$ cat config.mk
export PLATFORM = sky130hd
export DESIGN_NAME = text_console_cursor_engine_core_flat
export DESIGN_NICKNAME = d
export VERILOG_FILES = /design/src/rtl/core/txc_pkg.sv /design/src/rtl/core/txc_if.sv /design/src/rtl/core/text_console_cursor_engine_core.sv /design/src/flat_wrapper.sv
export SDC_FILE = /design/constraint.sdc
export NUM_CORES = 1
export LEC_CHECK = 0
export BUFFER_PORTS_ARGS = -buffer_cell sky130_fd_sc_hd__buf_2
export CAP_MARGIN = 0
export CELL_PAD_IN_SITES_DETAIL_PLACEMENT = 0
export CELL_PAD_IN_SITES_GLOBAL_PLACEMENT = 1
export CORE_MARGIN = 3
export CORE_UTILIZATION = 30
export CTS_CLUSTER_DIAMETER = 80
export DETAILED_ROUTE_END_ITERATION = 10
export HOLD_SLACK_MARGIN = 0.05
export PLACE_DENSITY = 0.62
export SYNTH_ARGS = -nofsm -noshare
export SYNTH_HDL_FRONTEND = slang
export SYNTH_SLANG_ARGS = --single-unit
$ cat constraint.sdc
create_clock -name clk -period 8 [get_ports clk]
set_clock_uncertainty 0.1 [all_clocks]
set_input_delay 0.8 -clock clk [delete_from_list [all_inputs] [get_ports clk]]
set_output_delay 0.8 -clock clk [all_outputs]
set_load 0.005 [all_outputs]
$ cat src/rtl/core/txc_pkg.sv
package txc_pkg;

	// Default geometry
	localparam int SCREEN_WIDTH_DEF  = 1024;
	localparam int SCREEN_HEIGHT_DEF = 768;
	localparam int GLYPH_WIDTH_DEF   = 8;
	localparam int GLYPH_HEIGHT_DEF  = 16;
	localparam int PROMPT_GUARD_DEF  = 64;

	// Field widths
	localparam int ACT_W    = 2;
	localparam int POS_W    = 10;
	localparam int CHAR_W   = 8;
	localparam int COLOR_W  = 24;
	localparam int SCALE_W  = 4;
	localparam int ROWS_W   = 8;
	localparam int CFG_IDX_W = 2;

	// Result actions
	localparam logic [ACT_W-1:0] ACT_PAINT  = 2'd0;
	localparam logic [ACT_W-1:0] ACT_BOX    = 2'd1;
	localparam logic [ACT_W-1:0] ACT_SCROLL = 2'd2;

	// Register indexes
	localparam logic [CFG_IDX_W-1:0] REG_SCALE  = 2'd0;
	localparam logic [CFG_IDX_W-1:0] REG_BG     = 2'd1;
	localparam logic [CFG_IDX_W-1:0] REG_FG     = 2'd2;
	localparam logic [CFG_IDX_W-1:0] REG_CUR_EN = 2'd3;

	// Register reset values
	localparam logic [SCALE_W-1:0] SCALE_RST = 4'd1;
	localparam logic [COLOR_W-1:0] BG_RST    = 24'h000000;
	localparam logic [COLOR_W-1:0] FG_RST    = 24'h04C0CC;

	// Scale limits
	localparam logic [SCALE_W-1:0] SCALE_MIN = 4'd1;
	localparam logic [SCALE_W-1:0] SCALE_MAX = 4'd8;

	// Character codes
	localparam logic [CHAR_W-1:0] CH_BS        = 8'd8;
	localparam logic [CHAR_W-1:0] CH_NL        = 8'd10;
	localparam logic [CHAR_W-1:0] CH_SPACE     = 8'h20;
	localparam logic [CHAR_W-1:0] CH_PRINT_MAX = 8'h80;
	localparam logic [CHAR_W-1:0] CH_NONE      = 8'h00;

	typedef struct packed {
		logic [ACT_W-1:0]   action;
		logic [POS_W-1:0]   pos_x;
		logic [POS_W-1:0]   pos_y;
		logic [CHAR_W-1:0]  glyph;
		logic [COLOR_W-1:0] fg_out;
		logic [COLOR_W-1:0] bg_out;
		logic [SCALE_W-1:0] scale_out;
		logic [ROWS_W-1:0]  scroll_rows;
		logic               last;
	} res_t;

endpackage

$ cat src/rtl/core/txc_if.sv
// Input channel: character code or blink tick
interface txc_cmd_if import txc_pkg::*; ();
	logic              valid;
	logic              ready;
	logic              func;
	logic [CHAR_W-1:0] char_code;

	modport source (output valid, func, char_code, input ready);
	modport sink (input valid, func, char_code, output ready);
endinterface

// Result channel: draw commands
interface txc_res_if import txc_pkg::*; ();
	logic               valid;
	logic               ready;
	logic [ACT_W-1:0]   action;
	logic [POS_W-1:0]   pos_x;
	logic [POS_W-1:0]   pos_y;
	logic [CHAR_W-1:0]  glyph;
	logic [COLOR_W-1:0] fg_out;
	logic [COLOR_W-1:0] bg_out;
	logic [SCALE_W-1:0] scale_out;
	logic [ROWS_W-1:0]  scroll_rows;
	logic               last;

	modport source (output valid, action, pos_x, pos_y, glyph, fg_out, bg_out,
		scale_out, scroll_rows, last, input ready);
	modport sink (input valid, action, pos_x, pos_y, glyph, fg_out, bg_out,
		scale_out, scroll_rows, last, output ready);
endinterface

// Configuration write channel
interface txc_cfg_if import txc_pkg::*; ();
	logic                 valid;
	logic                 ready;
	logic [CFG_IDX_W-1:0] index;
	logic [COLOR_W-1:0]   data;

	modport source (output valid, index, data, input ready);
	modport sink (input valid, index, data, output ready);
endinterface

$ cat src/rtl/core/text_console_cursor_engine_core.sv
// A result is written into the result queue when its transaction is accepted.
// Throughput: one input transaction per cycle while the queue has room; the queue
// drains one result per cycle while res.ready is high, and an input giving two
// results (wrap or newline with scroll) takes two queue entries. Input is taken
// while the queue has room for two results. Reset (arst_n low, asynchronous)
// clears cursor, blink phase, queue and restores the register defaults.
module text_console_cursor_engine_core import txc_pkg::*; #(
	parameter int SCREEN_WIDTH  = SCREEN_WIDTH_DEF,
	parameter int SCREEN_HEIGHT = SCREEN_HEIGHT_DEF,
	parameter int GLYPH_WIDTH   = GLYPH_WIDTH_DEF,
	parameter int GLYPH_HEIGHT  = GLYPH_HEIGHT_DEF,
	parameter int PROMPT_GUARD  = PROMPT_GUARD_DEF
) (
	input  logic     clk,
	input  logic     arst_n,
	txc_cmd_if.sink  cmd,
	txc_res_if.source res,
	txc_cfg_if.sink  cfg
);

	localparam int XW    = $clog2(SCREEN_WIDTH);
	localparam int YW    = $clog2(SCREEN_HEIGHT);
	localparam int SUMW  = $clog2(SCREEN_WIDTH + SCREEN_HEIGHT + 512);
	localparam int DEPTH = 4;
	localparam int PTRW  = $clog2(DEPTH);
	localparam int CNTW  = $clog2(DEPTH + 1);

	// Configuration registers
	logic [SCALE_W-1:0] scale_q;
	logic [COLOR_W-1:0] bg_q;
	logic [COLOR_W-1:0] fg_q;
	logic               cur_en_q;

	// Cursor state
	logic [XW-1:0] cursor_x_q;
	logic [YW-1:0] cursor_y_q;
	logic          blink_phase_q;

	// Result queue
	res_t            fifo_q [DEPTH];
	logic [PTRW-1:0] wr_ptr_q;
	logic [PTRW-1:0] rd_ptr_q;
	logic [CNTW-1:0] count_q;

	logic cmd_acc;
	logic res_pop;

	// Step logic
	logic [SCALE_W-1:0] scale_eff;
	logic [SUMW-1:0]    x_ext;
	logic [SUMW-1:0]    y_ext;
	logic [SUMW-1:0]    w_ext;
	logic [SUMW-1:0]    h_ext;
	logic [SUMW-1:0]    nx_x;
	logic [SUMW-1:0]    nx_y;
	logic               nx_phase;
	logic [1:0]         n_res;
	res_t               r0;
	res_t               r1;

	assign cfg.ready = 1'b1;
	assign cmd.ready = (count_q <= CNTW'(DEPTH - 2));
	assign cmd_acc   = cmd.valid && cmd.ready;
	assign res_pop   = res.valid && res.ready;

	// Write configuration registers
	always_ff @(posedge clk or negedge arst_n) begin
		if (!arst_n) begin
			scale_q  <= SCALE_RST;
			bg_q     <= BG_RST;
			fg_q     <= FG_RST;
			cur_en_q <= 1'b0;
		end else if (cfg.valid && cfg.ready) begin
			case (cfg.index)
				REG_SCALE:  scale_q  <= cfg.data[SCALE_W-1:0];
				REG_BG:     bg_q     <= cfg.data;
				REG_FG:     fg_q     <= cfg.data;
				REG_CUR_EN: cur_en_q <= cfg.data[0];
				default:    ;
			endcase
		end
	end

	// Clamp scale and size the cell
	always_comb begin
		if (scale_q == '0) begin
			scale_eff = SCALE_MIN;
		end else if (scale_q > SCALE_MAX) begin
			scale_eff = SCALE_MAX;
		end else begin
			scale_eff = scale_q;
		end
		w_ext = SUMW'(scale_eff) * SUMW'(GLYPH_WIDTH);
		h_ext = SUMW'(scale_eff) * SUMW'(GLYPH_HEIGHT);
		x_ext = SUMW'(cursor_x_q);
		y_ext = SUMW'(cursor_y_q);
	end

	// Decode the item, build results and the next cursor
	always_comb begin
		nx_x     = x_ext;
		nx_y     = y_ext;
		nx_phase = blink_phase_q;
		n_res    = 2'd0;

		r0.action      = ACT_PAINT;
		r0.pos_x       = x_ext[POS_W-1:0];
		r0.pos_y       = y_ext[POS_W-1:0];
		r0.glyph       = CH_SPACE;
		r0.fg_out      = bg_q;
		r0.bg_out      = bg_q;
		r0.scale_out   = scale_eff;
		r0.scroll_rows = '0;
		r0.last        = 1'b1;

		r1.action      = ACT_SCROLL;
		r1.pos_x       = '0;
		r1.pos_y       = '0;
		r1.glyph       = CH_NONE;
		r1.fg_out      = '0;
		r1.bg_out      = bg_q;
		r1.scale_out   = scale_eff;
		r1.scroll_rows = h_ext[ROWS_W-1:0];
		r1.last        = 1'b1;

		if (cmd.func) begin
			// blink tick
			if (cur_en_q) begin
				n_res     = 2'd1;
				r0.action = ACT_BOX;
				r0.glyph  = CH_NONE;
				r0.fg_out = blink_phase_q ? fg_q : bg_q;
				nx_phase  = ~blink_phase_q;
			end
		end else if (cmd.char_code == CH_NL) begin
			n_res = 2'd1;
			nx_x  = '0;
			if (y_ext + h_ext < SUMW'(SCREEN_HEIGHT)) begin
				nx_y = y_ext + h_ext;
			end else begin
				n_res   = 2'd2;
				r0.last = 1'b0;
			end
		end else if (cmd.char_code == CH_BS) begin
			n_res = 2'd1;
			if (x_ext > SUMW'(PROMPT_GUARD)) begin
				if (x_ext >= w_ext) begin
					nx_x = x_ext - w_ext;
				end else begin
					nx_y = (y_ext >= h_ext) ? y_ext - h_ext : '0;
					nx_x = (SUMW'(SCREEN_WIDTH) >= w_ext) ?
						SUMW'(SCREEN_WIDTH) - w_ext : '0;
				end
			end
		end else if (cmd.char_code >= CH_SPACE && cmd.char_code <= CH_PRINT_MAX) begin
			n_res     = 2'd1;
			r0.glyph  = cmd.char_code;
			r0.fg_out = fg_q;
			if (x_ext + w_ext < SUMW'(SCREEN_WIDTH)) begin
				nx_x = x_ext + w_ext;
			end else if (y_ext + h_ext < SUMW'(SCREEN_HEIGHT)) begin
				nx_y = y_ext + h_ext;
				nx_x = '0;
			end else begin
				n_res   = 2'd2;
				r0.last = 1'b0;
				nx_x    = '0;
			end
		end
	end

	// Advance cursor state on each accepted transaction
	always_ff @(posedge clk or negedge arst_n) begin
		if (!arst_n) begin
			cursor_x_q    <= '0;
			cursor_y_q    <= '0;
			blink_phase_q <= 1'b0;
		end else if (cmd_acc) begin
			cursor_x_q    <= nx_x[XW-1:0];
			cursor_y_q    <= nx_y[YW-1:0];
			blink_phase_q <= nx_phase;
		end
	end

	// Push results into the queue
	always_ff @(posedge clk) begin
		if (cmd_acc && n_res != 2'd0) begin
			fifo_q[wr_ptr_q] <= r0;
		end
		if (cmd_acc && n_res == 2'd2) begin
			fifo_q[wr_ptr_q + PTRW'(1)] <= r1;
		end
	end

	// Track queue pointers and fill level
	always_ff @(posedge clk or negedge arst_n) begin
		if (!arst_n) begin
			wr_ptr_q <= '0;
			rd_ptr_q <= '0;
			count_q  <= '0;
		end else begin
			if (cmd_acc) begin
				wr_ptr_q <= wr_ptr_q + PTRW'(n_res);
			end
			if (res_pop) begin
				rd_ptr_q <= rd_ptr_q + PTRW'(1);
			end
			count_q <= count_q + (cmd_acc ? CNTW'(n_res) : CNTW'(0)) -
				(res_pop ? CNTW'(1) : CNTW'(0));
		end
	end

	// Drive the head of the queue
	assign res.valid       = (count_q != '0);
	assign res.action      = fifo_q[rd_ptr_q].action;
	assign res.pos_x       = fifo_q[rd_ptr_q].pos_x;
	assign res.pos_y       = fifo_q[rd_ptr_q].pos_y;
	assign res.glyph       = fifo_q[rd_ptr_q].glyph;
	assign res.fg_out      = fifo_q[rd_ptr_q].fg_out;
	assign res.bg_out      = fifo_q[rd_ptr_q].bg_out;
	assign res.scale_out   = fifo_q[rd_ptr_q].scale_out;
	assign res.scroll_rows = fifo_q[rd_ptr_q].scroll_rows;
	assign res.last        = fifo_q[rd_ptr_q].last;

	// Checks
	a_fill_bound: assert property (@(posedge clk) disable iff (!arst_n)
		count_q <= CNTW'(DEPTH))
		else $error("result queue overfilled");

	a_cursor_x_range: assert property (@(posedge clk) disable iff (!arst_n)
		SUMW'(cursor_x_q) < SUMW'(SCREEN_WIDTH))
		else $error("cursor column beyond screen");

	a_cursor_y_range: assert property (@(posedge clk) disable iff (!arst_n)
		SUMW'(cursor_y_q) < SUMW'(SCREEN_HEIGHT))
		else $error("cursor row beyond screen");

	a_tick_disabled: assert property (@(posedge clk) disable iff (!arst_n)
		cmd_acc && cmd.func && !cur_en_q |=> $stable(blink_phase_q))
		else $error("disabled tick changed blink phase");

endmodule

$ cat src/flat_wrapper.sv
// flat-port wrapper written by rule: the top's interface ports become plain ports
module text_console_cursor_engine_core_flat import txc_pkg::*;
#(
	parameter int SCREEN_WIDTH  = SCREEN_WIDTH_DEF,
	parameter int SCREEN_HEIGHT = SCREEN_HEIGHT_DEF,
	parameter int GLYPH_WIDTH   = GLYPH_WIDTH_DEF,
	parameter int GLYPH_HEIGHT  = GLYPH_HEIGHT_DEF,
	parameter int PROMPT_GUARD  = PROMPT_GUARD_DEF
)
  (clk, arst_n, cmd_valid, cmd_func, cmd_char_code, cmd_ready, res_valid, res_action, res_pos_x, res_pos_y, res_glyph, res_fg_out, res_bg_out, res_scale_out, res_scroll_rows, res_last, res_ready, cfg_valid, cfg_index, cfg_data, cfg_ready);
  txc_cmd_if cmd_i ();
  txc_res_if res_i ();
  txc_cfg_if cfg_i ();
  input  logic clk;
  input  logic arst_n;
  input wire logic [$bits(cmd_i.valid)-1:0] cmd_valid;
  input wire logic [$bits(cmd_i.func)-1:0] cmd_func;
  input wire logic [$bits(cmd_i.char_code)-1:0] cmd_char_code;
  output wire logic [$bits(cmd_i.ready)-1:0] cmd_ready;
  output wire logic [$bits(res_i.valid)-1:0] res_valid;
  output wire logic [$bits(res_i.action)-1:0] res_action;
  output wire logic [$bits(res_i.pos_x)-1:0] res_pos_x;
  output wire logic [$bits(res_i.pos_y)-1:0] res_pos_y;
  output wire logic [$bits(res_i.glyph)-1:0] res_glyph;
  output wire logic [$bits(res_i.fg_out)-1:0] res_fg_out;
  output wire logic [$bits(res_i.bg_out)-1:0] res_bg_out;
  output wire logic [$bits(res_i.scale_out)-1:0] res_scale_out;
  output wire logic [$bits(res_i.scroll_rows)-1:0] res_scroll_rows;
  output wire logic [$bits(res_i.last)-1:0] res_last;
  input wire logic [$bits(res_i.ready)-1:0] res_ready;
  input wire logic [$bits(cfg_i.valid)-1:0] cfg_valid;
  input wire logic [$bits(cfg_i.index)-1:0] cfg_index;
  input wire logic [$bits(cfg_i.data)-1:0] cfg_data;
  output wire logic [$bits(cfg_i.ready)-1:0] cfg_ready;
  assign cmd_i.valid = cmd_valid;
  assign cmd_i.func = cmd_func;
  assign cmd_i.char_code = cmd_char_code;
  assign cmd_ready = cmd_i.ready;
  assign res_valid = res_i.valid;
  assign res_action = res_i.action;
  assign res_pos_x = res_i.pos_x;
  assign res_pos_y = res_i.pos_y;
  assign res_glyph = res_i.glyph;
  assign res_fg_out = res_i.fg_out;
  assign res_bg_out = res_i.bg_out;
  assign res_scale_out = res_i.scale_out;
  assign res_scroll_rows = res_i.scroll_rows;
  assign res_last = res_i.last;
  assign res_i.ready = res_ready;
  assign cfg_i.valid = cfg_valid;
  assign cfg_i.index = cfg_index;
  assign cfg_i.data = cfg_data;
  assign cfg_ready = cfg_i.ready;
  text_console_cursor_engine_core #(.SCREEN_WIDTH(SCREEN_WIDTH), .SCREEN_HEIGHT(SCREEN_HEIGHT), .GLYPH_WIDTH(GLYPH_WIDTH), .GLYPH_HEIGHT(GLYPH_HEIGHT), .PROMPT_GUARD(PROMPT_GUARD)) u_core (.clk(clk), .arst_n(arst_n), .cmd(cmd_i), .res(res_i), .cfg(cfg_i));
endmodule
# --- Word level (Yosys, flattened, before mapping) ---
# Memory sizes are Yosys's and may differ from the RTL's.
# Cells that the tools add are included.
classes:
  add_sub_neg: 10
  bitwise: 2
  n_reduce_logical: 17
  mul: 0
  n_shift: 0
  mux: 43
  div_mod_pow: 0
  n_lt_le_gt_ge: 10
  n_eq_ne: 9
ops:
  columns: ["op", "n"]
  rows:
  - ["$mux 10", 15]
  - ["$mux 32", 4]
  - ["$mux 30", 1]
  - ["$mux 24", 1]
  - ["$eq 8x4->1 const B", 2]
  - ["$mux 2", 8]
  - ["$mux 1", 12]
  - ["$add 10x7->11", 1]
  - ["$add 10x8->11", 1]
  - ["$ge 11x7->1 const A", 1]
  - ["$lt 11x10->1 const B", 1]
  - ["$lt 11x11->1 const B", 1]
  - ["$ge 10x7->1", 1]
  - ["$ge 10x8->1", 1]
  - ["$gt 10x7->1 const B", 1]
  - ["$sub 10x7->10", 1]
  - ["$sub 10x8->10", 1]
  - ["$ge 8x6->1 const B", 1]
  - ["$le 8x8->1 const B", 1]
  - ["$mux 4", 2]
  - ["$reduce_and 2->1", 4]
  - ["$sub 1x7->8 const A", 1]
  - ["$eq 2x2->1 const B", 3]
  - ["$ne 3x2->1 const B", 2]
  - ["17 further kinds", 24]
word_totals:
  ff_bits: 81
  mem_bits_ro: 0
  out_inout_bits: 94
  ram_bits: 348
  memories: 1
  latchBits: 0
  elab_cells: 102
  input_bits: 40
memory_table:
  columns: ["name", "words", "width", "read_ports", "rd_clocked_by_memory_dff", "write_ports", "line", "rtl"]
  rows:
  - ["u_core.fifo_q", 4, 87, 1, 0, 2, "text_console_cursor_engine_core.sv:40", "res_t fifo_q [DEPTH];"]

# --- Logic depth before layout (Yosys ltp) ---
depth:
  depth_word: 15
  ltp_mapped: 17
  ltp_nobuf: 16

# --- Worst setup path after synthesis ---
# No wires, ideal clock.
synth_timing:
  kind: "register to register"
  startpoint: "register u_core.scale_q[2]"
  endpoint: "register u_core.count_q[2]"
  path_buffers: 1
  path_slack_ns: 4.119
  period_less_slack_ns: 3.881
  arrival_ns: 3.658
  stages_incl_launch_ff: 15
  t_required_ns: 7.777
  setup_time_ns: 0.123
  cell_sequence: "dfrtp_1 > nor2_1 > o21ai_0 > clkbuf_1 > inv_1 > ha_1 > fa_1 > a2111oi_0 > mux2_2 > o22ai_1 > or2_2 > ha_1 > fa_1 > xor2_1 > xnor2_1"
synth_via:
  elab_chain_cells: 14
  elab_cells_between_ends: 17
  classes_between: "add/sub (4); order compare (3); mux (9); reduce/logical (1)"
synth_rtl:
  columns: ["item", "line", "rtl"]
  rows:
  - ["from (decl)", "text_console_cursor_engine_core.sv:29", "logic [SCALE_W-1:0] scale_q;"]
  - ["from (signal assigned)", "text_console_cursor_engine_core.sv:75", "REG_SCALE: scale_q <= cfg.data[SCALE_W-1:0];"]
  - ["$gt 4x4->1", "text_console_cursor_engine_core.sv:88", "end else if (scale_q > SCALE_MAX) begin"]
  - ["$mux 4", "text_console_cursor_engine_core.sv:88", null]
  - ["$mux 4 *", "text_console_cursor_engine_core.sv:86", "if (scale_q == '0) begin"]
  - ["$add 10x8->11", "text_console_cursor_engine_core.sv:138, text_console_cursor_engine_core.sv:161", null]
  - ["$lt 11x10->1", "text_console_cursor_engine_core.sv:138, text_console_cursor_engine_core.sv:161", null]
  - ["$mux 2", "text_console_cursor_engine_core.sv:138, text_console_cursor_engine_core.sv:161", null]
  - ["$mux 2", "text_console_cursor_engine_core.sv:159", "if (x_ext + w_ext < SUMW'(SCREEN_WIDTH)) begin"]
  - ["$mux 2", "text_console_cursor_engine_core.sv:155", "end else if (cmd.char_code >= CH_SPACE && cmd.char_code <= CH_PRINT_MAX) begin"]
  - ["$mux 2", "text_console_cursor_engine_core.sv:144", "end else if (cmd.char_code == CH_BS) begin"]
  - ["$mux 2 *", "text_console_cursor_engine_core.sv:135", "end else if (cmd.char_code == CH_NL) begin"]
  - ["$mux 2 *", "text_console_cursor_engine_core.sv:126", "if (cmd.func) begin"]
  - ["$mux 2 *", "text_console_cursor_engine_core.sv:208", "count_q <= count_q + (cmd_acc ? CNTW'(n_res) : CNTW'(0)) -"]
  - ["$add 3x3->3 *", "text_console_cursor_engine_core.sv:208", null]
  - ["$sub 3x3->3 *", "text_console_cursor_engine_core.sv:208", null]
  - ["to (signal assigned)", "text_console_cursor_engine_core.sv:208", null]
  - ["to (decl)", "text_console_cursor_engine_core.sv:43", "logic [CNTW-1:0] count_q;"]
# Every way passes the cells marked *; elsewhere a longest branch is shown, timed or not.
# A chain may end at the register's enable or synchronous reset.

==> flow_summary.yaml <==
clock_tree:
  cts_max_path_buffers: 3
  numCtsBuffers: 45
  h-tree-depth: 2
  cts_tree: "yes"
  post_cts_buffers: 0
  cts_root_buf: "clkbuf_16"
  clock_latency_ns: 0.57
  cts_resized: 0
  ctsHoldBuffers: 0
  cts_sinks: 394
  clkSlewWorstSetupHoldPaths_ns: 0.06
power_and_ir_drop:
  pwr-share-comb: 0.294
  p_int_w: 0.004829
  switching_share: 0.3178
  p_per_area_mw_per_mm2: 355.8
  leakage_nw: 7.794
  ir_worst_vdd_mv: 0.1478
  seqPwrFrac: 0.426
  p_switching_w: 0.002249
  pwr-share-clk: 0.281
global_route:
  grt.total_usage: 0.1538
  grt-ovfl-total: 0
  grt_max_degree: 84
  antenna_found_initial: 1
  grt_pass1_wl_um: 71550
  grt_pass1_vias: 11700
status:
  outcome: "complete, no violations"
synthesis:
  synth.ff_latch_count: 394
  syn_area_mm2: 0.01727
  synth_cell_types: 64
  ys_seq_area_frac: 0.5529
  synth_edf_count: 128
  yosysTopAreaCell: "dfxtp_1"
  synthTopCellsByCount: "dfxtp_1, nand3_1, o21ai_0"
  yosys_most_used_dff: "dfxtp_1"
  synth_top_area_frac: 0.2226
  synth_area_leaders: "dfxtp_1, edfxtp_1, mux4_2, dfrtp_1, nand3_1"
  yosysMostFrequentCell: "dfxtp_1"
  ys.warnings.count: 0
  synth_cells: 1479
  syn_avg_cell_area_um2: 11.68
  async_flop_share: 0.1878
critical_path:
  critPathKind: "flip-flop to flip-flop"
  worstPathMaxFanout: 57
  endpoint_kind: "flip-flop"
  cp-start-kind: "flip-flop"
  required_ns: 8.22
  worstPathArrival_ns: 6.04
timing:
  max-slew-margin-rel: 0.2013
  finalHoldViolCount: 0
  setup_viol: 0
  report.final.slew_viol_count: 0
  max_freq_mhz: 171.9
  worstMarginPinSlew_ns: 1.185
  fin_setup_tns_ns: 0
  holdWs_ns: 0.3263
  layout_min_cycle_time_ns: 5.819
  fin_crit_sh: 0.7274
  rsz0062_at_grt: "false"
  fin_ws_ns: 2.181
cells_and_area:
  finalNetCount: 1618
  final_area_mm2: 0.01989
  antenna_cells: 0
  syn2layout_area_growth_pct: 15.19
  layout-drive-gt1-share: 0.2300
  instances_no_fill: 2343
route:
  dr_total_vias: 11500
  drcViolationCount: 0
  top_layer: "met4"
  wl_met1_um: 20850
  ant_nets: 0
  avgViaCountPerCell: 4.910
  wl_met3_um: 1968
  drtPass1Iterations: 4
  wire_per_inst_um: 19.55
  wl_met2_um: 22320
  drtIter0Drc: 682
  drt_wl_total_um: 45800
min_path:
  min_path_type: "primary input to async pin"
floorplan:
  dieHeight_um: 245.9
  io_pins: 134
  row_count: 87
  die_area_mm2: 0.06048
  core-area_mm2: 0.05671
  chipWidth_um: 245.9
  start_util: 0.3045
placement:
  placed_area_mm2: 0.01845
  dpl.hpwl_um: 28300
  gp_congestion: 0.8339
  dp_slack_ns: 2.059
  dp_cells: 2260
  port-buffer-count: 121
flow_run:
  maxCapViolCount: 0
==> state kept, by name, summed over array words and instances, names as in the netlist <==
name,flops
u_core.wr_ptr_q,2
u_core.rd_ptr_q,2
u_core.count_q,3
u_core.bg_q,24
u_core.cursor_x_q,7
u_core.fg_q,24
u_core.scale_q,4
u_core.cur_en_q,1
u_core.fifo_q,320
u_core.blink_phase_q,1
u_core.cursor_y_q,6
==> metrics by stage <==
stage,total power [W],utilization
2_1_floorplan,0.004340,-
3_3_place_gp,0.005139,0.3253
3_5_place_dp,0.005195,0.3253
4_1_cts,0.007212,0.3508
5_1_grt,0.007555,0.3508
6_report,0.007078,0.3508
==> kinds of logic after synthesis <==
group,after synthesis,synth area share
muxes,164,0.1570
other,2,0.0004349
adders and majority gates,27,0.02173
and+or+nand+nor,478,0.1404
DFF,394,0.5529
xor gates and xnor gates,12,0.006086
AOI/OAI and AO/OA,258,0.08368
buffers and inverters,144,0.03775
==> cell usage in the layout (no fill, tap or decap), types with 45 or more instances in the layout <==
master / count
dfxtp_1: 192
nand3_1: 187
o21ai_0: 167
edfxtp_1: 128
buf_2: 120
and2_1: 102
nand2_1: 91
mux4_2: 80
dfrtp_1: 64
mux2_2: 55
clkbuf_16: 45
==> power by group through the flow <==
stage / clock network, W / logic [W] / registers (W)
finish: 0.00199 / 0.00208 / 0.00301
global route: 0.00214 / 0.00233 / 0.00309
global placement: 0 / 0.00211 / 0.00303
detailed placement: 0 / 0.00214 / 0.00306
floorplan: 0 / 0.00151 / 0.00283
CTS: 0.00205 / 0.00214 / 0.00302
==> worst paths after layout <==
path | startpoint | slack (ns) | depth (start not counted) | end
setup / recovery | u_core.scale_q[2]$_DFFE_PN0P_ | 2.18 | 12 | u_core.fifo_q[1][19]$_DFFE_PP_
hold reg to reg | u_core.fifo_q[2][86]$_SDFFE_PP1N_ | 0.34 | 2 | u_core.fifo_q[2][86]$_SDFFE_PP1N_
hold / removal | arst_n | 0.33 | 1 | u_core.bg_q[20]$_DFFE_PN0P_
setup reg to reg | u_core.scale_q[2]$_DFFE_PN0P_ | 2.18 | 12 | u_core.fifo_q[1][19]$_DFFE_PP_
max in group asynchronous | arst_n | 6.68 | 1 | u_core.rd_ptr_q[0]$_DFFE_PN0P_
min in group clk | u_core.fifo_q[2][86]$_SDFFE_PP1N_ | 0.34 | 2 | u_core.fifo_q[2][86]$_SDFFE_PP1N_
==> worst max-delay path, stage by stage (launching register included) <==
cell,delay [ns]
dfrtp_1,0.38
nor2_1,0.06
o21ai_0,0.91
inv_1,0.31
ha_1,0.32
fa_1,0.46
a211o_1,0.34
and2_1,0.19
o22ai_1,0.47
or3_4,0.80
nand2_2,0.58
buf_4,0.42
and2_1,0.20
==> layer usage <==
| metal | vias to the layer above | GRT usage |
|---|---|---|
| met2 | 238 | 0.2592 |
| met3 | 45 | 0.02486 |
| met4 | 0 | 0.03717 |
| li1 | 5503 | - |
| met1 | 5718 | 0.2070 |
| met5 | - | 0 |
==> final cells by class <==
type                    instances  area [um^2]
multi-input cells             951         7134
fillers                      5590        36820
clock inverters                16        172.7
well taps                     756        945.9
flip-flops and latches        394         9557
clock buffers                  67         1270
inverters                      21        78.83
repair buffers                138        735.7
Note: power is estimated with default switching activity, not from simulation.
